**src/rtl/escd_pkg.sv**
```systemverilog
`default_nettype none

package escd_pkg;

    // Sequence bytes
    localparam logic [7:0] ESC_CODE   = 8'h1b;
    localparam logic [7:0] LBRACKET   = 8'h5b;
    localparam logic [7:0] QMARK      = 8'h3f;
    localparam logic [7:0] DIGIT_ZERO = 8'h30;
    localparam logic [7:0] DIGIT_NINE = 8'h39;

    // Receiver channels
    localparam int unsigned NUM_CHANNELS = 10;
    localparam int unsigned CHAN_W       = 4;

    // Default depth of the run queue between parser and serializer
    localparam int unsigned RUN_Q_DEPTH = 4;

    // One run of output bytes caused by one input item.
    // Byte order: ESC, '[', digit, data, cut short to last_idx + 1 bytes
    // with data always the final byte.
    typedef struct packed {
        logic [1:0]        last_idx;
        logic [7:0]        digit;
        logic [7:0]        data;
        logic [CHAN_W-1:0] channel;
    } t_run;

endpackage

`default_nettype wire

```
**src/rtl/escape_sequence_channel_demux.sv**
```systemverilog
// Channel   Handshake               Payload
// input     push / full             i_rx_byte
// result    pop / empty             o_out_byte, o_out_channel, o_last_of_run
// config    i_cfg_valid/o_cfg_ready i_cfg_data (receiver mask)
//
// Each input item is parsed in the cycle it is accepted; an item is taken
// every cycle while the run queue has room. The serializer sends one byte per
// cycle while the receiver pops, so an item that replays n bytes fills n
// output slots (1 to 4); items that emit nothing fill none.
// Reset is synchronous and clears parser state, channel, mask and queues.
// A stalled output fills the run queue, which then raises full.
`default_nettype none

module escape_sequence_channel_demux import escd_pkg::*; #(
    parameter int unsigned RUN_DEPTH = RUN_Q_DEPTH
) (
    input  wire logic                    i_clk,
    input  wire logic                    i_rst_n,
    input  wire logic                    push,
    output      logic                    full,
    input  wire logic [7:0]              i_rx_byte,
    input  wire logic                    pop,
    output      logic                    empty,
    output      logic [7:0]              o_out_byte,
    output      logic [CHAN_W-1:0]       o_out_channel,
    output      logic                    o_last_of_run,
    input  wire logic                    i_cfg_valid,
    output      logic                    o_cfg_ready,
    input  wire logic [NUM_CHANNELS-1:0] i_cfg_data
);

    logic q_full;
    logic run_push;
    t_run run_in;
    logic run_valid;
    t_run run_head;
    logic run_take;

    assign full        = q_full;
    assign o_cfg_ready = 1'b1;

    escd_front u_front (
        .i_clk       (i_clk),
        .i_rst_n     (i_rst_n),
        .i_accept    (push && !q_full),
        .i_rx_byte   (i_rx_byte),
        .i_cfg_write (i_cfg_valid),
        .i_cfg_data  (i_cfg_data),
        .o_run_push  (run_push),
        .o_run       (run_in)
    );

    escd_run_q #(
        .DEPTH (RUN_DEPTH)
    ) u_run_q (
        .i_clk   (i_clk),
        .i_rst_n (i_rst_n),
        .i_push  (run_push),
        .i_run   (run_in),
        .o_full  (q_full),
        .o_valid (run_valid),
        .o_run   (run_head),
        .i_take  (run_take)
    );

    escd_back u_back (
        .i_clk         (i_clk),
        .i_rst_n       (i_rst_n),
        .i_run_valid   (run_valid),
        .i_run         (run_head),
        .o_run_take    (run_take),
        .i_pop         (pop),
        .o_empty       (empty),
        .o_out_byte    (o_out_byte),
        .o_out_channel (o_out_channel),
        .o_last_of_run (o_last_of_run)
    );

endmodule

`default_nettype wire

```
**src/rtl/escd_front.sv**
```systemverilog
`default_nettype none

module escd_front import escd_pkg::*; (
    input  wire logic                    i_clk,
    input  wire logic                    i_rst_n,
    input  wire logic                    i_accept,
    input  wire logic [7:0]              i_rx_byte,
    input  wire logic                    i_cfg_write,
    input  wire logic [NUM_CHANNELS-1:0] i_cfg_data,
    output      logic                    o_run_push,
    output      t_run                    o_run
);

    typedef enum logic [1:0] {
        ST_IDLE,
        ST_ESC,
        ST_BRACKET,
        ST_DIGIT
    } t_parse_state;

    t_parse_state              r_state, n_state;
    logic [7:0]                r_digit, n_digit;
    logic [CHAN_W-1:0]         r_channel, n_channel;
    logic [NUM_CHANNELS-1:0]   r_mask;
    logic                      emit;
    logic                      chan_on;

    // Channel is enabled when in range and its mask bit is set
    always_comb begin
        chan_on = 1'b0;
        if (r_channel < CHAN_W'(NUM_CHANNELS)) begin
            chan_on = r_mask[r_channel];
        end
    end

    // Classify the byte and advance the parser
    always_comb begin
        n_state          = r_state;
        n_digit          = r_digit;
        n_channel        = r_channel;
        emit             = 1'b0;
        o_run.last_idx   = 2'd0;
        o_run.digit      = r_digit;
        o_run.data       = i_rx_byte;
        o_run.channel    = r_channel;
        unique case (r_state)
            ST_IDLE: begin
                if (i_rx_byte == ESC_CODE) begin
                    n_state = ST_ESC;
                end else begin
                    emit = 1'b1;
                end
            end
            ST_ESC: begin
                if (i_rx_byte == LBRACKET) begin
                    n_state = ST_BRACKET;
                end else begin
                    n_state        = ST_IDLE;
                    emit           = 1'b1;
                    o_run.last_idx = 2'd1;
                end
            end
            ST_BRACKET: begin
                if (i_rx_byte >= DIGIT_ZERO && i_rx_byte <= DIGIT_NINE) begin
                    n_state = ST_DIGIT;
                    n_digit = i_rx_byte;
                end else begin
                    n_state        = ST_IDLE;
                    emit           = 1'b1;
                    o_run.last_idx = 2'd2;
                end
            end
            ST_DIGIT: begin
                n_state = ST_IDLE;
                if (i_rx_byte == QMARK) begin
                    n_channel = r_digit[CHAN_W-1:0];
                end else begin
                    emit           = 1'b1;
                    o_run.last_idx = 2'd3;
                end
            end
            default: begin
                n_state = ST_IDLE;
            end
        endcase
    end

    // Drop runs for a disabled channel
    assign o_run_push = i_accept && emit && chan_on;

    // Hold parser state, channel and mask
    always_ff @(posedge i_clk) begin
        if (!i_rst_n) begin
            r_state   <= ST_IDLE;
            r_digit   <= 8'd0;
            r_channel <= '0;
            r_mask    <= '0;
        end else begin
            if (i_accept) begin
                r_state   <= n_state;
                r_digit   <= n_digit;
                r_channel <= n_channel;
            end
            if (i_cfg_write) begin
                r_mask <= i_cfg_data;
            end
        end
    end

endmodule

`default_nettype wire

```
**src/rtl/escd_run_q.sv**
```systemverilog
`default_nettype none

module escd_run_q import escd_pkg::*; #(
    parameter int unsigned DEPTH = RUN_Q_DEPTH
) (
    input  wire logic i_clk,
    input  wire logic i_rst_n,
    input  wire logic i_push,
    input  wire t_run i_run,
    output      logic o_full,
    output      logic o_valid,
    output      t_run o_run,
    input  wire logic i_take
);

    localparam int unsigned PTR_W = (DEPTH > 1) ? $clog2(DEPTH) : 1;
    localparam int unsigned CNT_W = $clog2(DEPTH + 1);

    t_run             r_slot [DEPTH];
    logic [PTR_W-1:0] r_wr_ptr;
    logic [PTR_W-1:0] r_rd_ptr;
    logic [CNT_W-1:0] r_count;
    logic             do_push;
    logic             do_take;

    assign o_full  = (r_count == CNT_W'(DEPTH));
    assign o_valid = (r_count != '0);
    assign o_run   = r_slot[r_rd_ptr];
    assign do_push = i_push && !o_full;
    assign do_take = i_take && o_valid;

    // Store pushed runs
    always_ff @(posedge i_clk) begin
        if (do_push) begin
            r_slot[r_wr_ptr] <= i_run;
        end
    end

    // Advance pointers and fill count
    always_ff @(posedge i_clk) begin
        if (!i_rst_n) begin
            r_wr_ptr <= '0;
            r_rd_ptr <= '0;
            r_count  <= '0;
        end else begin
            if (do_push) begin
                r_wr_ptr <= (r_wr_ptr == PTR_W'(DEPTH - 1)) ? '0 : r_wr_ptr + 1'b1;
            end
            if (do_take) begin
                r_rd_ptr <= (r_rd_ptr == PTR_W'(DEPTH - 1)) ? '0 : r_rd_ptr + 1'b1;
            end
            if (do_push && !do_take) begin
                r_count <= r_count + 1'b1;
            end else if (do_take && !do_push) begin
                r_count <= r_count - 1'b1;
            end
        end
    end

endmodule

`default_nettype wire

```
**src/rtl/escd_back.sv**
```systemverilog
`default_nettype none

module escd_back import escd_pkg::*; (
    input  wire logic              i_clk,
    input  wire logic              i_rst_n,
    input  wire logic              i_run_valid,
    input  wire t_run              i_run,
    output      logic              o_run_take,
    input  wire logic              i_pop,
    output      logic              o_empty,
    output      logic [7:0]        o_out_byte,
    output      logic [CHAN_W-1:0] o_out_channel,
    output      logic              o_last_of_run
);

    logic [1:0]        r_idx;
    logic              r_out_valid;
    logic [7:0]        r_out_byte;
    logic [CHAN_W-1:0] r_out_channel;
    logic              r_out_last;
    logic              load;
    logic              is_last;
    logic [7:0]        cur_byte;

    // Load the output register when it is free or being drained
    assign load       = i_run_valid && (!r_out_valid || i_pop);
    assign is_last    = (r_idx == i_run.last_idx);
    assign o_run_take = load && is_last;

    // Pick the byte at the current position of the run
    always_comb begin
        cur_byte = i_run.data;
        if (!is_last) begin
            unique case (r_idx)
                2'd0:    cur_byte = ESC_CODE;
                2'd1:    cur_byte = LBRACKET;
                2'd2:    cur_byte = i_run.digit;
                default: cur_byte = i_run.data;
            endcase
        end
    end

    // Advance position and output valid
    always_ff @(posedge i_clk) begin
        if (!i_rst_n) begin
            r_idx       <= 2'd0;
            r_out_valid <= 1'b0;
        end else begin
            if (load) begin
                r_idx       <= is_last ? 2'd0 : r_idx + 2'd1;
                r_out_valid <= 1'b1;
            end else if (i_pop) begin
                r_out_valid <= 1'b0;
            end
        end
    end

    // Hold the output item
    always_ff @(posedge i_clk) begin
        if (load) begin
            r_out_byte    <= cur_byte;
            r_out_channel <= i_run.channel;
            r_out_last    <= is_last;
        end
    end

    assign o_empty       = !r_out_valid;
    assign o_out_byte    = r_out_byte;
    assign o_out_channel = r_out_channel;
    assign o_last_of_run = r_out_last;

endmodule

`default_nettype wire

```
**config.mk**
```make
export PLATFORM = sky130hd
export DESIGN_NAME = escape_sequence_channel_demux
export DESIGN_NICKNAME = d
export VERILOG_FILES = /design/src/rtl/escd_pkg.sv /design/src/rtl/escape_sequence_channel_demux.sv /design/src/rtl/escd_front.sv /design/src/rtl/escd_run_q.sv /design/src/rtl/escd_back.sv
export SDC_FILE = /design/constraint.sdc
export NUM_CORES = 1
export LEC_CHECK = 0
export ABC_AREA = 0
export ABC_CLOCK_PERIOD_IN_PS = 3600
export BUFFER_PORTS_ARGS = -buffer_cell sky130_fd_sc_hd__buf_2
export CORE_ASPECT_RATIO = 1.1
export CORE_MARGIN = 2
export CORE_UTILIZATION = 35
export DETAILED_ROUTE_END_ITERATION = 8
export GPL_ROUTABILITY_DRIVEN = 0
export HOLD_SLACK_MARGIN = 0.05
export PLACE_DENSITY_LB_ADDON = 0.08
export SYNTH_ARGS = -nofsm -noshare
export SYNTH_HDL_FRONTEND = slang
export SYNTH_SLANG_ARGS = --single-unit
```
**constraint.sdc**
```tcl
create_clock -name i_clk -period 3.6 [get_ports i_clk]
set_input_delay 0 -clock i_clk [delete_from_list [all_inputs] [get_ports i_clk]]
set_output_delay 0 -clock i_clk [all_outputs]
set_load 0.02 [all_outputs]
```
==> Yosys cells after proc, flatten, opt, wreduce, memory -nomap -nowiden <==
Memories as Yosys holds them, arrays and structs flattened. A register that Yosys moved wholly into a read port is not among the register bits.
Index checks and enable logic that the tools add are counted.
Widths: inputs -> output; s select.
{ "op_classes": {"n_mux": 29, "addsub": 5, "n_eq_ne": 13, "n_reduce_logical": 23, "n_lt_le_gt_ge": 4} }
{ "ops": {"columns": ["cell", "n"], "rows": [
  ["$pmux 8 s3", 1],
  ["$mux 2", 10],
  ["$mux 1", 11],
  ["$eq 2x2->1 const B", 5],
  ["$logic_and 1x1->1", 10],
  ["$eq 8x5->1 const B", 1],
  ["$eq 8x6->1 const B", 1],
  ["$eq 8x7->1 const B", 1],
  ["$ge 8x6->1 const B", 1],
  ["$le 8x6->1 const B", 1],
  ["$mux 8", 1],
  ["$pmux 2 s4", 1],
  ["$add 2x1->2 const B", 3],
  ["$mux 3", 2],
  ["$pmux 2 s3", 1],
  ["$reduce_and 3->1", 2],
  ["$lt 4x5->1 const B", 1],
  ["$bmux 1 s4", 1],
  ["$eq 2x1->1 const B", 2],
  ["$logic_not 1->1", 4],
  ["$logic_not 2->1", 2],
  ["$lt 4x4->1 const B", 1],
  ["$pmux 1 s4", 1],
  ["$reduce_bool 2->1", 2],
  ["8 further kinds", 8]
]} }
{ "totals": {"n_memories": 1, "reg_bits": 47, "ramBits": 88, "elab_cells": 87, "inputBits": 23} }
{ "memory_table": {"columns": ["name", "depth", "width", "read_ports", "rd_ports_with_merged_regs", "write_ports", "line_no", "source"], "rows": [
  ["u_run_q.r_slot", 4, 22, 1, 1, 1, "escd_run_q.sv:19", "t_run r_slot [DEPTH];"]
]} }

==> Longest topological paths before layout <==
{ "depth": {"ltp_word": 11, "mapped_depth": 11, "depth_no_buf": 10} }

==> Modules after synthesis <==
A second synthesis with hierarchy kept.
{ "unflattened": {"hier_cells": 356, "area_unflattened_um2": 5709.2} }
{ "modules_own_cells": {"columns": ["module", "cells_each", "area_each_um2", "seq_area_each_um2", "n_inst"], "rows": [
  ["escd_run_q", 165, 3657.3, 2822.7, 1],
  ["escd_front", 127, 1218.7, 480.5, 1],
  ["escd_back", 61, 808.3, 450.4, 1],
  ["escape_sequence_channel_demux", 3, 25.0, 0.0, 1]
]} }

==> Least setup slack after synthesis <==
Ideal clock, no wire load.
{ "synth_path": {"path_kind": "reg-to-reg", "startpoint": "register u_run_q.r_count[0]", "endpoint": "register u_run_q.r_count[2]", "stages_incl_launch_ff": 11, "t_arrival_ps": 2557, "setup_ps": 76, "path_buffers": 0, "slack_ps": 968, "synth_period_minus_slack_ps": 2632, "t_required_ps": 3524, "cell_sequence": "dfxtp_1 > nor3b_4 > and2b_1 > nand2_1 > a2111oi_4 > ha_1 > inv_1 > fa_1 > xor2_1 > or3_1 > a21boi_0"} }
{ "synth_via": {"elab_chain_len": 9, "elab_cells_between_ends": 19, "classes_between": "add/sub: 2; eq/ne: 1; mux: 2; reduce/logical: 14"} }
{ "synth_lines": {"columns": ["item", "line_no", "source"], "rows": [
  ["start, declared", "escd_run_q.sv:22", "logic [CNT_W-1:0] r_count;"],
  ["start signal, assigned", "escd_run_q.sv:53", "r_count <= r_count + 1'b1;"],
  ["start signal, assigned", "escd_run_q.sv:55", "r_count <= r_count - 1'b1;"],
  ["$eq 3x3->1 *", "escd_run_q.sv:26", "assign o_full = (r_count == CNT_W'(DEPTH));"],
  ["net full", "escape_sequence_channel_demux.sv:20", "output logic full,"],
  ["$logic_not 1->1 *", "escape_sequence_channel_demux.sv:45, escd_run_q.sv:29", null],
  ["$logic_and 1x1->1", "escape_sequence_channel_demux.sv:45", ".i_accept (push && !q_full),"],
  ["$logic_and 1x1->1 (2 in a row)", "escd_front.sv:89", "assign o_run_push = i_accept && emit && chan_on;"],
  ["$logic_and 1x1->1 *", "escd_run_q.sv:29", "assign do_push = i_push && !o_full;"],
  ["net u_run_q.do_push", "escd_run_q.sv:23", "logic do_push;"],
  ["$logic_not 1->1", "escd_run_q.sv:54", "end else if (do_take && !do_push) begin"],
  ["$logic_and 1x1->1", "escd_run_q.sv:54", null],
  ["$reduce_bool 2->1 (no source line)", null, null]
]} }
Mark *: on every way through the listed nets, which the timed path passes. The rest lies on a longest branch. The select of a mux whose other input is x is not followed.
A chain may end at the register's enable or synchronous reset.

==> Worst setup path after layout <==
{ "layout_path": {"startpoint": "register u_front.r_channel[0]", "endpoint": "register u_run_q.r_count[2]"} }
{ "layout_via": {"elab_chain_len": 8, "elab_cells_between_ends": 11, "classes_between": "order compare: 1; mux: 4; reduce/logical: 6"} }
{ "layout_lines": {"columns": ["item", "line_no", "source"], "rows": [
  ["start, declared", "escd_front.sv:23", "logic [CHAN_W-1:0] r_channel, n_channel;"],
  ["start signal, assigned", "escd_front.sv:102", "r_channel <= n_channel;"],
  ["$bmux 1 s4", "escd_front.sv:32", "chan_on = r_mask[r_channel];"],
  ["$mux 1 (implied by the code)", "escd_front.sv:32", null],
  ["$mux 1 *", "escd_front.sv:31", "if (r_channel < CHAN_W'(NUM_CHANNELS)) begin"],
  ["$logic_and 1x1->1 *", "escd_front.sv:89", null],
  ["$logic_and 1x1->1 *", "escd_run_q.sv:29", null],
  ["net u_run_q.do_push", "escd_run_q.sv:23", null],
  ["$logic_not 1->1", "escd_run_q.sv:54", null],
  ["$logic_and 1x1->1", "escd_run_q.sv:54", null],
  ["$reduce_bool 2->1 (no source line)", null, null]
]} }
Marks and branches as above.

==> impl_metrics.ini <==
[placed_design]
io_buffer_count = 37
place_ws_ns = 0.697
dpl.hpwl_um = 7060

[worst_setup_path]
max_stage_delay_ns = 0.51
cp.arrival_ns = 3.20
crit_type = flip-flop to flip-flop
path_buf_inv = 1
cp_slowest_cell = dfxtp_1
required_ns = 3.94
end_kind = flip-flop
worst_setup_path_start_kind = flip-flop
cp_max_fo = 8
path_cells = mux2i_1 -> o31ai_1 -> nand2_1 -> a2111oi_4 -> ha_1 -> inv_1 -> fa_1 -> xor2_1 -> or3_1 -> a21boi_0
path_delay_family = compound AO/OA/AOI/OAI gates

[hold_path]
hold_class = primary input to flip-flop

[power]
power_density_nw_per_um2 = 673
p_int_w = 0.00339
seqPwrFrac = 0.424
switching_share = 0.267
ir_drop_mv = 0.321
p_total_w = 0.00462
p_leak_nw = 2.43
p_clk_frac = 0.376
p_sw_w = 0.00123
p_comb_frac = 0.200

[sta]
finalHoldViolations = 0
grt_setup_unrepaired = false
setup_ws_ns = 0.737
final.min_clock_period_ns = 2.86
fmax_ghz = 0.349
worstMarginPinSlew_ns = 0.802
clock_skew_ns = 0.00844
whs_ns = 0.385
setup_violations = 0
maxSlewHeadroom = 0.466
fin_crit_sh = 0.795
slew_violations = 0
finalSetupTns_ns = 0

[global_route]
grt_first_pass_wirelength_um = 17900
antenna_found_initial = 0
grt-ovfl-total = 0
grt_usage = 0.152
grt_max_degree = 23
grt_pass1_vias = 3205

[logic_synthesis]
synth_top_area_cell = edfxtp_1
synth_nets = 371
yosysSeqAreaShare = 0.682
synth.cell_area_um2 = 5510
synthTopCellsByArea = edfxtp_1, dfxtp_1, mux4_2
synth.distinct_cells = 48
syn_inst = 337
syn_area_per_cell_um2 = 16.3
synth_edf_count = 101
yosysTopAreaCellShare = 0.551
synth-main-ff-cell = edfxtp_1
ys_warn_count = 0
synth_seq_cells = 137
async_flop_share = 0

[clocking]
clock_latency_ns = 0.42
numCtsBuffers = 17
h-tree-depth = 4
path_clk_slew_ns = 0.06
cts_root_buf = clkbuf_16
cts_tree = yes
clkSinkCount = 137
postCtsSetupBuffers = 0
cts_max_path_buffers = 2

[floorplanning]
io_pins = 39
dieHeight_um = 136
dieArea_um2 = 16800
row_count = 48
die_w_um = 124
start_util = 0.354
core_um2 = 15600

[drt]
detail_route.vias_per_cell = 4.72
vias = 2999
drc = 0
wire_per_inst_um = 18.1
first_pass_iters = 4
ant_nets = 0
drtIter0Drc = 225
wirelength_um = 11500

[finish]
layout_commonest_cell = edfxtp_1
fin_util = 0.442
area_growth_pct = 24.7
final_cell_mix = edfxtp_1, buf_2, dfxtp_1
diodes = 0
drive_gt1_frac = 0.248
finalNetCount = 456

[run]
maxCapViolations = 0

[outcome]
outcome = finished, final reports clean
-- worst min-delay path: stages --
cell and delay (ns):
dlygate4sd3_1 0.52, buf_2 0.09, inv_1 0.04, nand2_1 0.05, a21oi_1 0.05
-- sequential cells by signal, indices dropped and copies added, names as in the netlist, named ones only --
name                  flops
u_run_q.r_slot           88
u_front.r_digit           8
u_front.r_channel         4
u_run_q.r_count           3
u_front.r_state           2
u_run_q.r_wr_ptr          2
u_back.o_last_of_run      1
u_back.r_idx              2
u_front.r_mask           10
u_run_q.r_rd_ptr          2
u_back.r_out_valid        1
u_back.o_out_byte         8
u_back.o_out_channel      4
-- synthesized netlist by cell type (4+ instances only) --
| master | n |
|---|---|
| edfxtp_1 | 101 |
| dfxtp_1 | 36 |
| mux2i_1 | 24 |
| mux4_2 | 23 |
| nor2_1 | 22 |
| a21oi_1 | 16 |
| inv_1 | 13 |
| nor2b_1 | 13 |
| nand2_1 | 11 |
| ha_1 | 10 |
| clkbuf_1 | 7 |
| and2_1 | 4 |
| nand3_1 | 4 |
| or3_1 | 4 |
-- worst paths after layout --
kind,from,end,slack [ns],cells past startpoint
hold / removal,pop,u_back.r_out_valid,0.38,5
hold reg to reg,u_back.r_out_valid,u_back.r_out_valid,0.47,2
setup / recovery,u_front.r_channel[0],u_run_q.r_count[2],0.74,10
setup reg to reg,u_front.r_channel[0],u_run_q.r_count[2],0.74,10
-- what timing repair did --
| action | CTS | global route |
|---|---|---|
| hold endpoints to repair | 55 | 0 |
| resized for setup | 0 | 0 |
| hold buffers | 33 | 0 |
-- stage by stage --
stage / cell area [um^2] / instances
2_1_floorplan: 5510 / 337
3_3_place_gp: 5950 / 570
3_5_place_dp: 5950 / 570
4_1_cts: 6870 / 635
5_1_grt: 6870 / 635
6_report: 6870 / 635
-- kinds of logic (layout without fill, tap and decap cells) --
group                    Yosys count  after routing  synth area share
AND/OR/NAND/NOR                   76             76            0.0804
flip-flops                       137            137             0.682
other                              1              1          0.000681
XOR/XNOR                           5              5           0.00795
multiplexers                      48             48             0.142
adder cells (fa/ha/maj)           11             11            0.0264
buffers and inverters             25            123            0.0189
AO/OA/AOI/OAI                     34             34            0.0416
-- cell type report --
type	instances	area, um^2
multi-input cells	175	1650
fillers	1415	8690
repair buffers	78	576
inverters	13	48.8
flip-flops and latches	137	3750
well taps	200	250
clock buffers	24	472
clock inverters	8	120
-- power by group through the flow --
| stage | logic [W] | registers [W] | clock network, W |
|---|---|---|---|
| 2_1_floorplan | 0.000552 | 0.00208 | 0 |
| 3_3_place_gp | 0.000917 | 0.00199 | 0 |
| 3_5_place_dp | 0.000922 | 0.00200 | 0 |
| 4_1_cts | 0.000954 | 0.00196 | 0.00177 |
| 5_1_grt | 0.00103 | 0.00198 | 0.00184 |
| 6_report | 0.000924 | 0.00196 | 0.00174 |
-- layer usage --
layer	GRT usage	routed length, um	vias up	part of all wire
met5	0	0	-	0
met4	0.0549	139	0	0.012
met3	0.0471	493	15	0.043
met2	0.252	5840	69	0.51
met1	0.185	5010	1475	0.44
li1	-	-	1440	-
No activity file was read; power rests on OpenSTA's default activity.
